$ cat src/rtl/core/assert_macros.svh
// assertion macros shared by the scheduler rtl
// expects clk and arst_n in the scope of each use
`ifndef ASSERT_MACROS_SVH
`define ASSERT_MACROS_SVH

// clocked property, switched off while reset is applied
`define ASSERT_CLK(lbl, prop, msg) \
	lbl: assert property (@(posedge clk) disable iff (!arst_n) prop) \
		else $error(msg);

// condition that must never be seen at a clock edge
`define ASSERT_NEVER(lbl, expr, msg) \
	`ASSERT_CLK(lbl, !(expr), msg)

`endif

$ cat src/rtl/core/rrts_pkg.sv
// types and codes of the round-robin task scheduler
// no dependencies; imported by round_robin_task_scheduler_core
package rrts_pkg;

	typedef enum logic [1:0] {
		S_IDLE,
		S_PASS,
		S_FIN
	} sched_state_t;

	typedef logic [1:0] task_st_t;

	localparam task_st_t TS_READY   = 2'd0;
	localparam task_st_t TS_RUNNING = 2'd1;
	localparam task_st_t TS_TIMED   = 2'd2;
	localparam task_st_t TS_MUTEX   = 2'd3;

	typedef logic [2:0] opcode_t;

	localparam opcode_t OP_TICK     = 3'd0;
	localparam opcode_t OP_SLEEP    = 3'd1;
	localparam opcode_t OP_YIELD    = 3'd2;
	localparam opcode_t OP_LOCK     = 3'd3;
	localparam opcode_t OP_UNLOCK   = 3'd4;
	localparam opcode_t OP_REGISTER = 3'd5;

endpackage

$ cat src/rtl/core/round_robin_task_scheduler_core.sv
// round-robin task scheduler with idle task, timed sleep and one mutex
// depends on rrts_pkg and assert_macros.svh
//
//  channel | handshake          | payload
//  --------+--------------------+------------------------------------------
//  in      | in_valid/in_ready  | opcode, sleep_ticks, signal_value
//  out     | out_valid/out_ready| running_task, tick_restart, status
//
// tick, sleep, yield and a blocked lock reschedule: the result follows the
// wake-and-scan pass, which reads one entry of the task memories per cycle
// (no pass with no task registered); other opcodes give their result at
// acceptance.
// one item at a time; the next is taken once the result register is free.
// no clearing pass after reset: every entry read has been written first.
// a stalled output holds the result and the block waits for it.
`include "assert_macros.svh"

module round_robin_task_scheduler_core #(
	parameter int TASK_SLOTS = 16
) (
	input  logic              clk,
	input  logic              arst_n,
	input  logic              in_valid,
	output logic              in_ready,
	input  rrts_pkg::opcode_t opcode,
	input  logic [31:0]       sleep_ticks,
	input  logic [7:0]        signal_value,
	output logic              out_valid,
	input  logic              out_ready,
	output logic [3:0]        running_task,
	output logic              tick_restart,
	output logic              status
);
	import rrts_pkg::*;

	localparam int IW = $clog2(TASK_SLOTS);
	localparam logic [IW:0] SLOTS_W = (IW + 1)'(TASK_SLOTS);

	typedef logic [IW-1:0] idx_t;

	// task memories
	task_st_t    status_mem [TASK_SLOTS];
	logic [31:0] wake_mem   [TASK_SLOTS];

	sched_state_t state_q, state_d;
	idx_t         cur_q, cur_d;
	idx_t         count_q, count_d;
	logic [31:0]  tick_q, tick_d;
	logic         mutex_q, mutex_d;

	idx_t rd_idx_q, rd_idx_d;
	logic done_q, done_d;
	logic rd_en;
	logic v_s1;
	idx_t idx_s1;
	task_st_t st_s1;
	logic [31:0] wk_s1;

	logic aft_vld_q, aft_vld_d, bef_vld_q, bef_vld_d;
	idx_t aft_idx_q, aft_idx_d, bef_idx_q, bef_idx_d;

	logic out_valid_q;
	logic [3:0] run_q;
	logic restart_q, status_q;

	logic        st_we, wk_we;
	idx_t        st_wa, wk_wa;
	task_st_t    st_wd;
	logic [31:0] wk_wd;

	logic        accept, resched, load_out, out_rs_d, out_status_d, found;
	idx_t        out_run_d, chosen;
	logic [IW:0] cnt_inc;
	logic [IW+3:0] run_ext;
	task_st_t    st_new;
	logic        mutex_grab;

	assign in_ready = (state_q == S_IDLE) && (!out_valid_q || out_ready);
	assign accept   = in_valid && in_ready;
	assign rd_en    = (state_q == S_PASS) && !done_q;
	assign cnt_inc  = {1'b0, count_q} + 1'b1;

	// first ready after the current task, else first ready before it
	assign found  = aft_vld_q || bef_vld_q;
	assign chosen = aft_vld_q ? aft_idx_q : (bef_vld_q ? bef_idx_q : '0);

	// wake evaluation of the entry read last cycle
	always_comb begin
		st_new     = st_s1;
		mutex_grab = 1'b0;
		if (st_s1 == TS_TIMED && $signed(tick_q) > $signed(wk_s1)) begin
			st_new = TS_READY;
		end
		if (st_new == TS_MUTEX && !mutex_q) begin
			st_new     = TS_READY;
			mutex_grab = 1'b1;
		end
	end

	always_ff @(posedge clk or negedge arst_n) begin
		if (!arst_n) begin
			state_q     <= S_IDLE;
			cur_q       <= '0;
			count_q     <= '0;
			tick_q      <= '0;
			mutex_q     <= 1'b0;
			rd_idx_q    <= '0;
			done_q      <= 1'b1;
			v_s1        <= 1'b0;
			aft_vld_q   <= 1'b0;
			bef_vld_q   <= 1'b0;
			out_valid_q <= 1'b0;
		end else begin
			state_q   <= state_d;
			cur_q     <= cur_d;
			count_q   <= count_d;
			tick_q    <= tick_d;
			mutex_q   <= mutex_d;
			rd_idx_q  <= rd_idx_d;
			done_q    <= done_d;
			v_s1      <= rd_en;
			aft_vld_q <= aft_vld_d;
			bef_vld_q <= bef_vld_d;
			if (load_out) begin
				out_valid_q <= 1'b1;
			end else if (out_ready) begin
				out_valid_q <= 1'b0;
			end
		end
	end

	always_ff @(posedge clk) begin
		aft_idx_q <= aft_idx_d;
		bef_idx_q <= bef_idx_d;
		idx_s1    <= rd_idx_q;
		if (load_out) begin
			run_q     <= run_ext[3:0];
			restart_q <= out_rs_d;
			status_q  <= out_status_d;
		end
	end

	// memories: one write port each, registered read
	always_ff @(posedge clk) begin
		if (st_we) begin
			status_mem[st_wa] <= st_wd;
		end
		if (wk_we) begin
			wake_mem[wk_wa] <= wk_wd;
		end
		if (rd_en) begin
			st_s1 <= status_mem[rd_idx_q];
			wk_s1 <= wake_mem[rd_idx_q];
		end
	end

	always_comb begin
		state_d      = state_q;
		cur_d        = cur_q;
		count_d      = count_q;
		tick_d       = tick_q;
		mutex_d      = mutex_q;
		rd_idx_d     = rd_idx_q;
		done_d       = done_q;
		aft_vld_d    = aft_vld_q;
		aft_idx_d    = aft_idx_q;
		bef_vld_d    = bef_vld_q;
		bef_idx_d    = bef_idx_q;
		st_we        = 1'b0;
		st_wa        = cur_q;
		st_wd        = TS_READY;
		wk_we        = 1'b0;
		wk_wa        = cur_q;
		wk_wd        = '0;
		load_out     = 1'b0;
		out_run_d    = cur_q;
		out_rs_d     = 1'b0;
		out_status_d = 1'b0;
		resched      = 1'b0;

		case (state_q)
			S_IDLE: begin
				if (accept) begin
					case (opcode)
						OP_TICK: begin
							tick_d = tick_q + 1'b1;
							st_we  = 1'b1;
							if (signal_value != '0) begin
								// waits on a signal: timed-blocked with wake time zero
								st_wd = TS_TIMED;
								wk_we = 1'b1;
								wk_wd = '0;
							end
							resched = 1'b1;
						end
						OP_SLEEP: begin
							st_we   = 1'b1;
							st_wd   = TS_TIMED;
							wk_we   = 1'b1;
							wk_wd   = tick_q + sleep_ticks;
							resched = 1'b1;
						end
						OP_YIELD: begin
							st_we   = 1'b1;
							resched = 1'b1;
						end
						OP_LOCK: begin
							if (!mutex_q) begin
								mutex_d  = 1'b1;
								load_out = 1'b1;
							end else begin
								st_we   = 1'b1;
								st_wd   = TS_MUTEX;
								resched = 1'b1;
							end
						end
						OP_UNLOCK: begin
							mutex_d  = 1'b0;
							load_out = 1'b1;
						end
						OP_REGISTER: begin
							load_out = 1'b1;
							if (cnt_inc >= SLOTS_W) begin
								out_status_d = 1'b1;
							end else begin
								st_we   = 1'b1;
								st_wa   = cnt_inc[IW-1:0];
								st_wd   = TS_READY;
								count_d = cnt_inc[IW-1:0];
							end
						end
						default: begin
							load_out = 1'b1;
						end
					endcase
					if (resched) begin
						aft_vld_d = 1'b0;
						bef_vld_d = 1'b0;
						rd_idx_d  = idx_t'(1);
						done_d    = 1'b0;
						// no registered task: skip the pass, straight to S_FIN
						state_d   = (count_q == '0) ? S_FIN : S_PASS;
					end
				end
			end
			S_PASS: begin
				if (rd_en) begin
					rd_idx_d = idx_t'(rd_idx_q + 1'b1);
					done_d   = (rd_idx_q == count_q);
				end
				if (v_s1) begin
					st_we = 1'b1;
					st_wa = idx_s1;
					st_wd = st_new;
					if (mutex_grab) begin
						mutex_d = 1'b1;
					end
					if (st_new == TS_READY) begin
						if (idx_s1 > cur_q && !aft_vld_q) begin
							aft_vld_d = 1'b1;
							aft_idx_d = idx_s1;
						end else if (idx_s1 < cur_q && !bef_vld_q) begin
							bef_vld_d = 1'b1;
							bef_idx_d = idx_s1;
						end
					end
				end
				// last entry is written back in the cycle done is seen
				if (done_q) begin
					state_d = S_FIN;
				end
			end
			S_FIN: begin
				if (!out_valid_q || out_ready) begin
					st_we     = 1'b1;
					st_wa     = chosen;
					st_wd     = TS_RUNNING;
					cur_d     = chosen;
					load_out  = 1'b1;
					out_run_d = chosen;
					out_rs_d  = found;
					state_d   = S_IDLE;
				end
			end
			default: begin
				state_d = S_IDLE;
			end
		endcase
	end

	assign run_ext      = {4'b0000, out_run_d};
	assign out_valid    = out_valid_q;
	assign running_task = run_q;
	assign tick_restart = restart_q;
	assign status       = status_q;

	`ASSERT_NEVER(a_cur_registered, cur_q > count_q, "current task beyond registered tasks")
	`ASSERT_CLK(a_pass_range, rd_en |-> (rd_idx_q != '0 && rd_idx_q <= count_q), "bad pass read")
	`ASSERT_CLK(a_no_reselect, (state_q == S_FIN && found) |-> (chosen != cur_q), "reselected")
	`ASSERT_CLK(a_yield_scans, (accept && opcode == OP_YIELD) |=> (state_q != S_IDLE), "no pass")

endmodule
$ cat config.mk
export PLATFORM = sky130hd
export DESIGN_NAME = round_robin_task_scheduler_core
export DESIGN_NICKNAME = d
export VERILOG_FILES = /design/src/rtl/core/rrts_pkg.sv /design/src/rtl/core/round_robin_task_scheduler_core.sv
export VERILOG_INCLUDE_DIRS = /design/src /design/src/rtl/core
export SDC_FILE = /design/constraint.sdc
export NUM_CORES = 1
export LEC_CHECK = 0
export BUFFER_PORTS_ARGS = -buffer_cell sky130_fd_sc_hd__clkbuf_2
export CAP_MARGIN = 20
export CORE_MARGIN = 5
export CORE_UTILIZATION = 65
export DETAILED_ROUTE_END_ITERATION = 8
export PLACE_DENSITY = 0.78
export SETUP_SLACK_MARGIN = 0.5
export SLEW_MARGIN = 20
export SYNTH_ARGS = -nofsm -noshare
export SYNTH_HDL_FRONTEND = slang
export SYNTH_SLANG_ARGS = --single-unit
$ cat constraint.sdc
create_clock -name clk -period 6.2 [get_ports clk]
set_input_delay 0.31 -clock clk [delete_from_list [all_inputs] [get_ports clk]]
set_output_delay 0.31 -clock clk [all_outputs]
set_load 0.005 [all_outputs]
Yosys cells after proc, flatten, opt, wreduce, memory -nomap -nowiden. Memory sizes are Yosys's and may differ from the RTL's. A register that Yosys moved wholly into a read port is not among the register bits. Cells that the tools add are included.

Add/sub/neg operators: 4. Magnitude comparators: 4. Equal/unequal tests: 22. Multiplexer cells: 75. Bitwise gates (word level): 2. Reductions and logical operators: 33.

Operator list (number): two-way mux 32 bit (3); two-way mux 4 bit (11); two-way mux 1 bit (34); adder 32 x 1 -> 32 bit (second input constant) (1); adder 32 bit (1); greater-than comparator 32 bit (1); two-way mux 2 bit (11); one-hot mux 1 bit (2 select lines) (9); one-hot mux 2 bit (3 select lines) (3); AND reduction 4 bit (4); inequality test 2 bit (second input constant) (7); one-hot mux 4 bit (3 select lines) (1); AND reduction 5 bit (2); inequality test 2 x 1 -> 1 bit (second input constant) (4); one-hot mux 4 bit (2 select lines) (1); nonzero test 8 bit (1); logical AND 1 bit (7); AND reduction 7 bit (1); equality test 2 bit (second input constant) (3); equality test 3 x 2 -> 1 bit (second input constant) (2); equality test 3 bit (second input constant) (2); one-hot mux 1 bit (3 select lines) (2); AND reduction 3 bit (2); AND reduction 6 bit (1); 18 further kinds (26).

Flip-flop bits (word level): 70. Memory bits (writable): 544. Input bits: 47. Output and inout bits: 8. Word-level logic and storage cells: 159. Memories kept: 2.

Memories: wake_mem (words 16, width 32, rd ports 1, clocked after memory_dff 1, write ports 1, RTL line round_robin_task_scheduler_core.sv:43) `logic [31:0] wake_mem [TASK_SLOTS];`; status_mem (words 16, width 2, rd ports 1, clocked after memory_dff 1, write ports 1, RTL line round_robin_task_scheduler_core.sv:42) `task_st_t status_mem [TASK_SLOTS];`.

Depth between registers and ports, before layout.
Depth after elaboration: 10. Depth in mapped cells: 11. Depth with buffers taken out: 11.

Worst setup path after synthesis. No wires, ideal clock.

Kind: input to register. Start point: in opcode[0]. End point: mem wake_mem[0][0], enable pin. Library setup time: 0.461 ns. Data arrival time: 3.377 ns. Data required time: 5.739 ns. Setup slack: 2.362 ns. Stages: 7. Path through: buf_2 -> nor3_1 -> a311oi_1 -> nand2_1 -> inv_1 -> nand3_1 -> nor3_1.

Longest elaborated chain between the ends: 6. Elaborated cells on any way between the ends: 7.

RTL lines: start: declaration (RTL line round_robin_task_scheduler_core.sv:25) `input rrts_pkg::opcode_t opcode,`; equality test 3 x 1 -> 1 bit or zero test 3 bit (tied branches) (RTL line round_robin_task_scheduler_core.sv:184) `case (opcode)`; one-hot mux 1 bit (2 select lines) (*) (RTL line round_robin_task_scheduler_core.sv:184); two-way mux 1 bit (*) (RTL line round_robin_task_scheduler_core.sv:183) `if (accept) begin`; two-way mux 1 bit (*) (RTL line round_robin_task_scheduler_core.sv:181) `case (state_q)`; two-way mux 1 bit (*) (RTL line round_robin_task_scheduler_core.sv:148) `if (wk_we) begin`; two-way mux 1 bit (implied by the code) (*) (RTL line round_robin_task_scheduler_core.sv:149) `wake_mem[wk_wa] <= wk_wd;`; end: declaration (RTL line round_robin_task_scheduler_core.sv:43).

Every way passes the cells marked *; elsewhere a longest branch is shown, timed or not.

Worst setup path after layout.
Start point: reg tick_q[2]. End point: mem wake_mem[5][30], data pin.

Longest elaborated chain between the ends: 4.

RTL lines: start: declaration (RTL line round_robin_task_scheduler_core.sv:48) `logic [31:0] tick_q, tick_d;`; start signal: assignment (RTL line round_robin_task_scheduler_core.sv:117) `tick_q <= tick_d;`; adder 32 bit (RTL line round_robin_task_scheduler_core.sv:200) `wk_wd = tick_q + sleep_ticks;`; two-way mux 32 bit; two-way mux 32 bit (RTL line round_robin_task_scheduler_core.sv:183); two-way mux 32 bit (RTL line round_robin_task_scheduler_core.sv:181); named net wk_wd[30] (RTL line round_robin_task_scheduler_core.sv:69) `logic [31:0] wk_wd;`.

The timed path passes the listed nets, and every way through them passes these cells.

==> impl_metrics.tcl <==
set metrics [dict create \
    status "complete, no violations" \
    grt_pass1_wl_um 103000 \
    slew_violations 0 \
    grt_antenna_before_repair 2 \
    ant_nets 0 \
    switching_share 0.299 \
    worstSkewPairLatency_ns 0.60 \
    num_antenna_cells 0 \
    pwr_density_cell_nw_per_um2 403 \
    synth_edf_count 592 \
    r2r-start "tick_q[2]" \
    fillCellCount 2521 \
    hold_class "input port to flop" \
    cts_buffer_depth 3 \
    p_seq_frac 0.431 \
    period_minus_slack_ns 4.01 \
    worst_slew_pin_slew_ns 1.11 \
    p_int_uw 8810 \
    rows 75 \
    crit_required_ns 6.42 \
    preCtsSetupSlack_ns 2.30 \
    finalNetCount 1989 \
    syn_inst 1785 \
    fin_cells 2460 \
    synth.distinct_cells 79 \
    grt_usage 0.293 \
    whs_endpoint "out_valid" \
    wire_per_inst_um 27.9 \
    crit_fanout 16 \
    post_cts_resized 0 \
    synth_area_um2 27900 \
    fin_ws_ns 2.19 \
    cts_setup_buffers 0 \
    multiInputGateArea_um2 8360 \
    stdcell_area_um2 31200 \
    grt_max_degree 112 \
    dp_cells 2339 \
    final_util 0.739 \
    yosysWarnings 0 \
    grt_pass1_vias 16663 \
    post_dp_cell_area_um2 28900 \
    worstHoldStart "out_ready" \
    fin_tns_setup_ns 0 \
    core_area_um2 42200 \
    hpwlAfterDp_um 38600 \
    ys_seq_elements 648 \
    hold_viol_final 0 \
    drv_cap 0 \
    overflow 0 \
    switching_power_uw 3750 \
    r2r_cells 9 \
    drive_gt1_frac 0.171 \
    finClkSkew_ns 0.0209 \
    relSlewSlack 0.237 \
    fmax_ghz 0.249 \
    finalWirelength_um 68700 \
    cp-end-kind "flop" \
    clk_pin_slew_ns 0.06 \
    start_kind "flop" \
    drt-initial-drc-count 2165 \
    die_w_um 217 \
    power.share.clock 0.326 \
    crit_type "flop to flop" \
    vias 16608 \
    synth_ff_type "edfxtp_1" \
    fin_crit_sh 0.647 \
    p_leak_uw 0.0114 \
    start_util 0.660 \
    async_flop_share 0.0802 \
    cts_tree "done" \
    numCtsBuffers 66 \
    portBuffers 54 \
    viasPerCell 6.75 \
    synthesis.nets 1904 \
    seq_area_um2 19200 \
    cts-root-buf "clkbuf_16" \
    setup_viol 0 \
    die_h_um 217 \
    yosysSeqAreaShare 0.687 \
    cts_max_level 3 \
    pin_count 55 \
    worstPathArrival_ns 4.24 \
    place.gp.congestion 0.904 \
    reg2reg_slack_ns 2.19 \
    synth.avg_cell_area_um2 15.6 \
    clkSinkCount 648 \
    syn_to_final_growth_pct 11.9 \
    vdd_drop_max_mv 0.339 \
    drc 0 \
    drtPass1Iterations 6 \
    dieArea_um2 47200 \
    reg2reg_to "wake_mem[5][30]" \
    cts_hold_buf 1 \
    hold_depth 3 \
    p_comb_frac 0.243 \
    rsz0062_at_grt "false" \
]
## cell type report
cell class	count	area share
clock buffers	76	0.0548
clock inverters	43	0.0166
inverters	51	0.00613
multi-input cells	1010	0.268
flip-flops and latches	648	0.614
well taps	539	0.0216
repair buffers	93	0.0185
## stage by stage
step                power, µW  hold WS (ns)
detailed placement       8470         0.489
floorplan                7570        0.0144
global placement         8390         0.476
finish                  12600         0.116
global route            13100         0.133
CTS                     12600        0.0944
## kinds of logic after synthesis
group,Yosys count,share of synthesized area
AOI/OAI and AO/OA,326,0.0756
xor gates and xnor gates,55,0.0173
adders and majority gates,72,0.0326
buffers and inverters,127,0.0187
DFF,648,0.687
muxes,209,0.107
and+or+nand+nor,348,0.0620
## worst max path at each step
| stage | start | endpoint | slack (ns) |
|---|---|---|---|
| CTS | tick_q[0] | wake_mem[5][30] | 2.29 |
| global route | tick_q[0] | wake_mem[5][30] | 2.03 |
| global placement | tick_q[0] | wake_mem[5][30] | 2.41 |
| finish | tick_q[2] | wake_mem[5][30] | 2.19 |
| floorplan | opcode[0] | wake_mem[0][0] | 2.36 |
| detailed placement | tick_q[0] | wake_mem[9][30] | 2.30 |
## layout by cell type (no fill, tap or decap), types with 51 or more instances in the layout
cell,instances
mux2i_1,109
a21oi_1,78
inv_1,51
nor2_1,71
clkbuf_2,54
o21ai_0,85
clkbuf_16,67
edfxtp_1,592
ha_1,71
mux4_2,68
nand2_1,110
## metal layers
metal	wire [µm]	global-route usage	vias to the layer above	part of all wire
li1	-	-	7148	-
met1	26500	0.413	8343	0.39
met2	32800	0.471	947	0.48
met3	6690	0.0539	168	0.097
met4	2620	0.106	2	0.038
met5	13	0	-	0.00019
## power groups by stage
stage	registers, µW	clock network (µW)	logic (µW)
after floorplan	5310	0	2260
after global placement	5480	0	2910
after detailed placement	5490	0	2980
after CTS	5400	4130	3030
after global routing	5430	4340	3300
final	5410	4100	3050
## worst max-delay path, stage by stage, from the launching register on
cell,delay [ns]
dfrtp_1,0.45
ha_1,0.36
nor2b_1,0.17
o31a_1,0.31
o311ai_2,0.38
a311oi_1,0.28
o41ai_2,0.39
nand2_1,0.17
a21oi_1,0.21
mux2i_1,0.93
## sequential cells by signal (all words and copies together) (netlist names)
register and cells:
status_mem 32, aft_vld_q 1, mutex_q 1, v_s1 1, tick_restart 1, tick_q 32
count_q 4, running_task 4, aft_idx_q 4, state_q 2, done_q 1, idx_s1 4
cur_q 4, bef_vld_q 1, st_s1 2, wk_s1 32, bef_idx_q 4, out_valid 1
status 1, rd_idx_q 4, wake_mem 512
## synthesized netlist by cell type (27+ instances only)
master,count,area share
xnor2_1,36,0.011
clkbuf_1,45,0.0061
mux4_2,68,0.055
dfrtp_1,51,0.046
a221oi_1,36,0.011
ha_1,71,0.032
a21oi_1,79,0.014
edfxtp_1,592,0.64
nor2_1,83,0.011
inv_1,51,0.0069
a22oi_1,40,0.011
nand3_1,27,0.0048
o21ai_0,86,0.015
mux2i_1,109,0.039
nand2_1,111,0.015
mux2_2,31,0.013
(Power assumes the default switching activity.)
